File: src/hw/rtl/szvd_pkg.sv
// Shared types and constants of the zigzag varint record decoder.
`timescale 1ns / 1ps

package szvd_pkg;

   // Byte codes and bit positions of the encoded stream.
   localparam logic [7:0] MARKER_BYTE  = 8'hFF;
   localparam int         CONT_BIT     = 7;
   localparam int         LONG_BIT     = 1;
   localparam int         PAYLOAD_W    = 7;

   // Varint group bookkeeping: group 9 keeps one bit, group 10 saturates.
   localparam logic [3:0] GROUP_TOP    = 4'd9;
   localparam logic [3:0] GROUP_SAT    = 4'd10;

   // Record counter range.
   localparam logic [15:0] RECORD_FIRST = 16'd1;
   localparam logic [15:0] RECORD_LAST  = 16'hFFFF;

   // Result kind codes.
   localparam logic KIND_FIELD = 1'b0;
   localparam logic KIND_END   = 1'b1;

   // One result beat.
   typedef struct packed {
      logic               result_kind;
      logic               field_is_long;
      logic signed [63:0] field_value;
      logic               last_field;
      logic [15:0]        record_number;
      logic               value_overflow;
   } result_type;

endpackage

File: src/hw/rtl/szvd_parse.sv
// Parser state and per-byte decode logic of the zigzag varint record decoder.
`timescale 1ns / 1ps

module szvd_parse (
   input  logic                  clock,
   input  logic                  reset,
   input  logic                  step_en,
   input  logic [7:0]            data_byte,
   output logic                  result_valid,
   output szvd_pkg::result_type  result
);

   typedef enum logic [1:0] {
      PHASE_MARKER = 2'd0,
      PHASE_KEY    = 2'd1,
      PHASE_VARINT = 2'd2,
      PHASE_HALTED = 2'd3
   } phase_type;

   phase_type   phase_ff, phase_in;
   logic [63:0] acc_ff, acc_in;
   logic [3:0]  group_ff, group_in;
   logic        is_long_ff, is_long_in;
   logic        more_ff, more_in;
   logic [15:0] record_ff, record_in;
   logic        ovf_ff, ovf_in;

   logic [szvd_pkg::PAYLOAD_W-1:0] payload;
   logic [5:0]  shamt;
   logic [63:0] contrib;
   logic        ovf_hit;

   // State registers advance only when a byte is processed.
   always_ff @(posedge clock) begin
      if (reset) begin
         phase_ff   <= PHASE_MARKER;
         acc_ff     <= '0;
         group_ff   <= '0;
         is_long_ff <= 1'b0;
         more_ff    <= 1'b0;
         record_ff  <= szvd_pkg::RECORD_FIRST;
         ovf_ff     <= 1'b0;
      end else if (step_en) begin
         phase_ff   <= phase_in;
         acc_ff     <= acc_in;
         group_ff   <= group_in;
         is_long_ff <= is_long_in;
         more_ff    <= more_in;
         record_ff  <= record_in;
         ovf_ff     <= ovf_in;
      end
   end

   // Contribution of the current varint group to the accumulator.
   always_comb begin
      payload = data_byte[szvd_pkg::PAYLOAD_W-1:0];
      shamt   = {2'b00, group_ff} * 6'd7;
      contrib = '0;
      ovf_hit = 1'b0;
      if (group_ff < szvd_pkg::GROUP_TOP) begin
         contrib = {57'd0, payload} << shamt;
      end else if (group_ff == szvd_pkg::GROUP_TOP) begin
         contrib = {payload[0], 63'd0};
         ovf_hit = |payload[szvd_pkg::PAYLOAD_W-1:1];
      end else begin
         ovf_hit = |payload;
      end
   end

   // Next state and result of the byte at hand.
   always_comb begin
      phase_in     = phase_ff;
      acc_in       = acc_ff;
      group_in     = group_ff;
      is_long_in   = is_long_ff;
      more_in      = more_ff;
      record_in    = record_ff;
      ovf_in       = ovf_ff;
      result_valid = 1'b0;
      result       = '0;

      case (phase_ff)
         PHASE_MARKER: begin
            if (data_byte == szvd_pkg::MARKER_BYTE) begin
               phase_in = PHASE_KEY;
            end else begin
               phase_in             = PHASE_HALTED;
               result_valid         = 1'b1;
               result.result_kind   = szvd_pkg::KIND_END;
               result.record_number = record_ff;
            end
         end
         PHASE_KEY: begin
            is_long_in = data_byte[szvd_pkg::LONG_BIT];
            more_in    = data_byte[szvd_pkg::CONT_BIT];
            acc_in     = '0;
            group_in   = '0;
            ovf_in     = 1'b0;
            phase_in   = PHASE_VARINT;
         end
         PHASE_VARINT: begin
            acc_in = acc_ff | contrib;
            ovf_in = ovf_ff | ovf_hit;
            if (group_ff < szvd_pkg::GROUP_SAT) begin
               group_in = group_ff + 4'd1;
            end
            // A byte without the continuation bit closes the field.
            if (!data_byte[szvd_pkg::CONT_BIT]) begin
               result_valid          = 1'b1;
               result.result_kind    = szvd_pkg::KIND_FIELD;
               result.field_is_long  = is_long_ff;
               result.field_value    = (acc_in >> 1) ^ {64{acc_in[0]}};
               result.last_field     = !more_ff;
               result.record_number  = record_ff;
               result.value_overflow = ovf_in;
               if (more_ff) begin
                  phase_in = PHASE_KEY;
               end else begin
                  phase_in  = PHASE_MARKER;
                  record_in = (record_ff == szvd_pkg::RECORD_LAST) ?
                              szvd_pkg::RECORD_FIRST : record_ff + 16'd1;
               end
            end
         end
         default: begin
            // Halted: bytes are consumed and ignored.
            phase_in = PHASE_HALTED;
         end
      endcase
   end

endmodule

File: src/hw/rtl/szvd_out_reg.sv
// Result register of the zigzag varint record decoder.
`timescale 1ns / 1ps

module szvd_out_reg (
   input  logic                  clock,
   input  logic                  reset,
   input  logic                  load,
   input  szvd_pkg::result_type  load_data,
   input  logic                  rsp_stall,
   output logic                  free,
   output logic                  rsp_valid,
   output szvd_pkg::result_type  rsp_data
);

   logic                 valid_ff, valid_in;
   szvd_pkg::result_type data_ff;

   // The register can take a new beat when empty or drained this cycle.
   assign free = !valid_ff || !rsp_stall;

   always_comb begin
      valid_in = valid_ff;
      if (free) begin
         valid_in = load;
      end
   end

   // Valid is control state; the payload needs no reset.
   always_ff @(posedge clock) begin
      if (reset) begin
         valid_ff <= 1'b0;
      end else begin
         valid_ff <= valid_in;
      end
   end

   always_ff @(posedge clock) begin
      if (free && load) begin
         data_ff <= load_data;
      end
   end

   assign rsp_valid = valid_ff;
   assign rsp_data  = data_ff;

endmodule

File: src/hw/rtl/struct_zigzag_varint_decoder_top.sv
// Top level of the zigzag varint record decoder.
// Takes one byte of the encoded stream per beat and, with no stall on the result side,
// sustains one byte per clock cycle. An accepted byte is held in the input register while
// the parser decodes it, and its result beat (if any) is loaded into the result register
// once that register can take it, and is offered to the receiver from there. The rate is set
// by the parser's state update; a stalled, full result register holds the input register and
// so stalls the input. Each record opens with an 0xFF marker; one result beat is given per
// completed field, and a non-marker byte where a marker is due gives one end-of-data beat,
// after which every byte is taken and ignored until reset.
`timescale 1ns / 1ps

module struct_zigzag_varint_decoder_top (
   input  logic               clock,
   input  logic               reset,
   input  logic               req_valid,
   output logic               req_stall,
   input  logic [7:0]         req_data_byte,
   output logic               rsp_valid,
   input  logic               rsp_stall,
   output logic               rsp_result_kind,
   output logic               rsp_field_is_long,
   output logic signed [63:0] rsp_field_value,
   output logic               rsp_last_field,
   output logic [15:0]        rsp_record_number,
   output logic               rsp_value_overflow
);

   logic                 in_valid_ff, in_valid_in;
   logic [7:0]           in_byte_ff;
   logic                 out_free;
   logic                 advance;
   logic                 parse_valid;
   szvd_pkg::result_type parse_result;
   szvd_pkg::result_type out_data;

   // The held byte is decoded once the result register can take its beat.
   assign advance   = in_valid_ff && out_free;
   assign req_stall = in_valid_ff && !out_free;

   // Input register.
   always_comb begin
      in_valid_in = in_valid_ff;
      if (!req_stall) begin
         in_valid_in = req_valid;
      end
   end

   always_ff @(posedge clock) begin
      if (reset) begin
         in_valid_ff <= 1'b0;
      end else begin
         in_valid_ff <= in_valid_in;
      end
   end

   always_ff @(posedge clock) begin
      if (req_valid && !req_stall) begin
         in_byte_ff <= req_data_byte;
      end
   end

   // Parser.
   szvd_parse u_parse (
      .clock        (clock),
      .reset        (reset),
      .step_en      (advance),
      .data_byte    (in_byte_ff),
      .result_valid (parse_valid),
      .result       (parse_result)
   );

   // Result register.
   szvd_out_reg u_out_reg (
      .clock     (clock),
      .reset     (reset),
      .load      (advance && parse_valid),
      .load_data (parse_result),
      .rsp_stall (rsp_stall),
      .free      (out_free),
      .rsp_valid (rsp_valid),
      .rsp_data  (out_data)
   );

   assign rsp_result_kind    = out_data.result_kind;
   assign rsp_field_is_long  = out_data.field_is_long;
   assign rsp_field_value    = out_data.field_value;
   assign rsp_last_field     = out_data.last_field;
   assign rsp_record_number  = out_data.record_number;
   assign rsp_value_overflow = out_data.value_overflow;

`ifndef SYNTHESIS
   // An end-of-data beat carries nothing but the record number.
   assert property (@(posedge clock) disable iff (reset)
      (rsp_valid && rsp_result_kind == szvd_pkg::KIND_END) |->
      (!rsp_field_is_long && rsp_field_value == 64'sd0 && !rsp_last_field &&
       !rsp_value_overflow))
      else $error("end-of-data beat carries field data");

   // Record numbers count from one and skip zero on wrap.
   assert property (@(posedge clock) disable iff (reset)
      rsp_valid |-> rsp_record_number != 16'd0)
      else $error("record number zero on result beat");

   // The input side stalls only while a byte is held.
   assert property (@(posedge clock) disable iff (reset)
      req_stall |-> in_valid_ff)
      else $error("input stalled with empty input register");
`endif

endmodule

File: config.mk
export PLATFORM = sky130hd
export DESIGN_NAME = struct_zigzag_varint_decoder_top
export DESIGN_NICKNAME = d
export VERILOG_FILES = /design/src/hw/rtl/szvd_pkg.sv /design/src/hw/rtl/szvd_parse.sv /design/src/hw/rtl/szvd_out_reg.sv /design/src/hw/rtl/struct_zigzag_varint_decoder_top.sv
export SDC_FILE = /design/constraint.sdc
export NUM_CORES = 1
export LEC_CHECK = 0
export ABC_AREA = 1
export BUFFER_PORTS_ARGS = -buffer_cell sky130_fd_sc_hd__buf_2
export CORE_MARGIN = 3
export CORE_UTILIZATION = 55
export DETAILED_ROUTE_END_ITERATION = 8
export PLACE_DENSITY = 0.83
export SYNTH_ARGS = -nofsm -noshare
export SYNTH_HDL_FRONTEND = slang
export SYNTH_HIERARCHICAL = 1
export SYNTH_SLANG_ARGS = --single-unit
File: constraint.sdc
create_clock -name clock -period 7.25 [get_ports clock]
set_input_delay 1.45 -clock clock [delete_from_list [all_inputs] [get_ports clock]]
set_output_delay 1.45 -clock clock [all_outputs]
set_load 0.01 [all_outputs]
== Yosys cells after proc, flatten, opt, wreduce, memory -nomap -nowiden ==
Cells that the tools add are included.
Storage, ports and cells
  flip-flop bits (word level): 183
  word-level logic and storage cells: 76
Cells by class
  add/sub/neg operators: 2
  multipliers: 1
  $lt $le $gt $ge: 2
  equality and inequality tests: 7
  shift operators: 1
  mux-type cells: 20
  bitwise gates (word level): 6
  reduce and logical (&&, ||, !) cells: 21
Operator list (count)
  64-bit two-way mux: 2
  64-bit case mux with 2 select lines: 1
  64-bit OR: 1
  7-bit by 6-bit left shift with 64-bit output: 1
  63-bit by 64-bit XOR with 64-bit output: 1
  16-bit two-way mux: 2
  16-bit case mux with 2 select lines: 1
  17-bit two-way mux: 1
  16-bit by 1-bit adder with 16-bit output, second input constant: 1
  16-bit equality test, second input constant: 1
  8-bit equality test, second input constant: 1
  4-bit less-than comparator, second input constant: 2
  4-bit case mux with 2 select lines: 1
  7-bit OR reduction: 1
  4-bit by 3-bit multiplier with 6-bit output, second input constant: 1
  1-bit case mux with 2 select lines: 3
  2-bit case mux with 3 select lines: 1
  2-bit AND reduction: 3
  6-bit OR reduction: 1
  1-bit logical AND: 5
  1-bit zero test: 5
  1-bit two-way mux: 5
  4-bit by 1-bit adder with 4-bit output, second input constant: 1
  4-bit equality test, second input constant: 1
  other kinds (14): 17

== Longest topological paths before layout ==
  depth in word-level cells: 6
  mapped depth: 16
  gate-level depth less buffers: 14

== Modules after synthesis ==
The synthesis kept the hierarchy.
By module, submodules not included
  szvd_parse: instances 1, cells an instance 1129, area each 6630.1 µm², sequential area each 1781.7 µm²
  szvd_out_reg: instances 1, cells an instance 89, area each 2566.2 µm², sequential area each 2542.4 µm²
  struct_zigzag_varint_decoder_top: instances 1, cells an instance 19, area each 304.0 µm², sequential area each 260.2 µm²

== Least setup slack after synthesis ==
No wires, ideal clock.
  path kind: in2reg
  start point: in rsp_stall
  end point: reg u_out_reg.data_ff, in the netlist u_out_reg/rsp_data[0] (enable)
  setup time: 554 ps
  arrival: 5801 ps
  setup slack: 895 ps
  cell stages on the path: 5
  path through: nand2_2 > nand2_1 > nor2_1 > inv_1 > a21oi_1
Between the ends
  cells in the longest elaborated chain, start to end: 5
Ends and longest elaborated chain
  start, declared: RTL line struct_zigzag_varint_decoder_top.sv:19  | input logic rsp_stall,
  1-bit zero test (*): RTL line szvd_out_reg.sv:19  | assign free = !valid_ff || !rsp_stall;
  1-bit logical OR (*): RTL line szvd_out_reg.sv:19
  1-bit logical AND: RTL line struct_zigzag_varint_decoder_top.sv:37  | assign advance = in_valid_ff && out_free;
  1-bit logical AND: RTL line struct_zigzag_varint_decoder_top.sv:76  | .load (advance && parse_valid),
  1-bit logical AND (*): RTL line szvd_out_reg.sv:38  | if (free && load) begin
  end signal, assigned: RTL line szvd_out_reg.sv:39  | data_ff <= load_data;
  end, declared: RTL line szvd_out_reg.sv:16  | szvd_pkg::result_type data_ff;
Mark *: on every way between the ends. The rest lies on a longest branch, timed or not.
A chain may end at the register's enable or synchronous reset.

== Final worst setup path ==
  start point: reg u_parse.group_ff[0]
  end point: reg u_out_reg.data_ff, in the netlist u_out_reg/rsp_data[56], data pin
Between the ends
  cells in the longest elaborated chain, start to end: 5
  elaborated cells on any way between the ends: 6
  those cells by class: mul: 1; order compare: 1; shift: 1; mux: 1; bitwise: 2
Ends and longest elaborated chain
  start, declared: RTL line szvd_parse.sv:22  | logic [3:0] group_ff, group_in;
  start signal, assigned: RTL line szvd_parse.sv:46  | group_ff <= group_in;
  4-bit by 3-bit multiplier with 6-bit output: RTL line szvd_parse.sv:57  | shamt = {2'b00, group_ff} * 6'd7;
  7-bit by 6-bit left shift with 64-bit output: RTL line szvd_parse.sv:61  | contrib = {57'd0, payload} << shamt;
  64-bit two-way mux (*): RTL line szvd_parse.sv:60  | if (group_ff < szvd_pkg::GROUP_TOP) begin
  64-bit OR (*): RTL line szvd_parse.sv:102  | acc_in = acc_ff | contrib;
  63-bit by 64-bit XOR with 64-bit output (*): RTL line szvd_parse.sv:112  | result.field_value = (acc_in >> 1) ^ {64{acc_in[0]}};
Marks and branches as above.

==> qor.yml <==
clock_tree:
  cts_root_buffer: "clkbuf_16"
  insertion_delay_ns: 0.43
  clock_path_buffers: 2
  postCtsHoldBufs: 0
  cts_tree: "yes"
  numCtsBuffers: 17
  clk_pin_slew_worst_paths_ns: 0.07
  post-cts-setup-buffers: 0
  htreeDepth: 4
  clock_sinks: 183
  cts_resized: 0
global_route:
  grt_pass1_wl_um: 36900
  gr-total-overflow: 0
  grt.total_usage_pct: 24.4
  grt_max_degree: 85
  antenna_found_initial: 0
  first_global_vias: 7804
setup_path:
  start_kind: "flip-flop"
  critPathMaxFanout: 81
  critPathMostFrequentCell: "inv_1"
  cp-startpoint: "u_parse/group_ff[0]$_SDFFE_PP0P_"
  crit_family: "adder cells"
  r2r_slack_ns: 2.60
  r2r_start: "u_parse/group_ff[0]$_SDFFE_PP0P_"
  r2r-end: "u_out_reg/rsp_data[56]$_DFFE_PP_"
  critical_path_required_ns: 7.43
  crit_cells: 13
  crit_slowest_cell: "buf_4"
  path_buf_inv: 4
  endpoint: "u_out_reg/rsp_data[56]$_DFFE_PP_"
  end_kind: "flip-flop"
  path_class: "reg2reg"
  max_stage_delay_ns: 0.73
  reg2reg_depth: 13
  cp_cell_sequence: "inv_1 > fa_1 > inv_1 > ha_1 > inv_1 > fa_1 > nand3_1 > nor2_2 > nor2_4 > buf_4 > nand3_1 > nand2_1 > nor2_1"
  worstPathArrival_ns: 4.83
sta:
  hold_viol: 0
  fmax_ghz: 0.215
  worst_pin_slew_ns: 1.15
  fin_crit_sh_pct: 64.1
  finalMaxSlewViolations: 0
  skew_ns: 0.0102
  fin_tns_setup_ns: 0
  setup_viol: 0
  period_minus_slack_ns: 4.65
  rsz0062_at_grt: "no"
  max-slew-margin-rel_pct: 23.6
logic_synthesis:
  yosys_warnings: 6
  yosys.area.top_type: "edfxtp_1"
  mappedNetlistArea_um2: 9500
  synth_nets: 1268
  synth_enable_flop_cells: 92
  synthCells: 1237
  synth.avg_cell_area_um2: 7.68
  yosysUniqueCellTypes: 45
  async_flop_share_pct: 0
  yosysMostFrequentCell: "nand2_1"
  ys_ff_latch: 183
  synthTopCellsByArea: "edfxtp_1 (29%), dfxtp_1 (19%), nand2_1 (11%), nor2_1 (7.6%), nand3_1 (6.1%)"
  ys_seq_area_share_pct: 48.3
  yosys-top-cells-count: "nand2_1 (290), nor2_1 (192), inv_1 (118)"
  synth_top_area_share_pct: 29.1
  synth_ff_type: "edfxtp_1"
floorplanning:
  initial_core_util_pct: 56.7
  die_w_um: 137
  io_pins: 98
  die_area_um2: 18900
  die_height_um: 137
  core_um2: 16800
  rows: 47
layout:
  register_area_um2: 4580
  drive_above_1_share_pct: 12.7
  fin_nets: 1329
  multi_input_area_um2: 4160
  fillers: 1439
  antenna_cells: 0
  finalInstanceArea_um2: 10600
  area_growth_pct: 11.6
place:
  place_area_um2: 10000
  place_hpwl_um: 14500
  place.gp.congestion: 0.924
  io_buffers: 97
pwr:
  leakage_nw: 4.51
  vdd_drop_max_mv: 0.175
  power_density_nw_per_um2: 218
drt:
  wl_per_cell_um: 14.8
  vias: 8499
  firstDrtPassIters: 6
  drtAntennaViolNets: 0
  drc: 0
  via_per_inst: 5.55
  first_iter_violations: 832
  drt-total-wl_um: 22600
hold_path:
  hp-class: "reg2reg"
  whs_path_depth: 2
  min_from: "u_parse/is_long_ff$_SDFFE_PP0P_"
job:
  max_cap_violations: 0
outcome:
  status: "finished, final reports clean"
## layout by cell type (no fill, tap or decap), types with 13 or more instances in the layout
master,n
a21oi_1,86
buf_2,97
clkbuf_16,17
dfxtp_1,91
edfxtp_1,92
ha_1,15
inv_1,117
nand2_1,290
nand3_1,116
nand4_1,17
nor2_1,191
nor3_1,13
o21ai_0,72
## flip-flops by register name, summed over array words and instances (netlist names)
signal	flops
u_parse/group_ff	4
u_parse/ovf_ff	1
in_valid_ff	1
u_parse/record_ff	16
in_byte_ff	8
u_parse/acc_ff	64
u_parse/is_long_ff	1
u_parse/more_ff	1
u_parse/phase_ff	2
u_out_reg/rsp_valid	1
u_out_reg/rsp_data	84
## power by group
part | internal, W | switching (W) | leakage [nW]
combinational | 0.0000722 | 0.000196 | 2.59
sequential | 0.00112 | 0.0000125 | 1.64
clock | 0.000511 | 0.000406 | 0.283
total | 0.00170 | 0.000614 | 4.51
## metal layers
layer | vias to the layer above | GRT usage, % | part of all wire, %
met1 | 3940 | 32.6 | 43
met5 | - | 0 | 0
li1 | 4174 | - | -
met4 | 0 | 6.65 | 1.5
met2 | 348 | 40.0 | 48
met3 | 37 | 5.73 | 7.8
## worst register-to-register path, cell delays in order, from the launching register on
cell and delay (ns):
dfxtp_1 0.55, inv_1 0.28, fa_1 0.59, inv_1 0.04, ha_1 0.20, inv_1 0.07
fa_1 0.68, nand3_1 0.29, nor2_2 0.08, nor2_4 0.53, buf_4 0.74, nand3_1 0.21
nand2_1 0.10, nor2_1 0.05
## worst min-delay path by stage
stage,end,slack (ns)
global placement,u_parse/is_long_ff$_SDFFE_PP0P_,0.45
detailed placement,u_parse/is_long_ff$_SDFFE_PP0P_,0.46
finish,u_parse/is_long_ff$_SDFFE_PP0P_,0.46
floorplan,u_parse/is_long_ff$_SDFFE_PP0P_,0.43
global route,u_parse/acc_ff[2]$_SDFFE_PP0P_,0.50
CTS,u_parse/is_long_ff$_SDFFE_PP0P_,0.47
## kinds of logic after synthesis
| kind of cell | share of synthesized area [%] |
|---|---|
| AND/OR/NAND/NOR | 30.2 |
| buffers and inverters | 8.28 |
| flip-flops | 48.3 |
| AO/OA/AOI/OAI | 10.0 |
| adder cells (fa/ha/maj) | 2.82 |
| XOR/XNOR | 0.461 |
## final cells by class
cell class / instances / share of cell area (%)
Sequential cell: 183 / 43.3
Multi-Input combinational cell: 868 / 39.3
Timing Repair Buffer: 103 / 5.01
Inverter: 125 / 4.45
Clock buffer: 18 / 4.05
Tap cell: 220 / 2.60
Clock inverter: 14 / 1.39
## stage by stage
| stage | worst slack [ns] | util [%] | power (W) | std cells | hold WS, ns |
|---|---|---|---|---|---|
| 2_1_floorplan | 0.895 | - | 0.00136 | 1237 | 0.430 |
| 3_3_place_gp | 2.76 | 59.8 | 0.00141 | 1499 | 0.449 |
| 3_5_place_dp | 2.66 | 59.8 | 0.00142 | 1499 | 0.457 |
| 4_1_cts | 2.65 | 63.2 | 0.00232 | 1531 | 0.466 |
| 5_1_grt | 2.17 | 63.2 | 0.00240 | 1531 | 0.496 |
| 6_report | 2.60 | 63.2 | 0.00231 | 1531 | 0.460 |
Note: power is estimated with default switching activity, not from simulation.
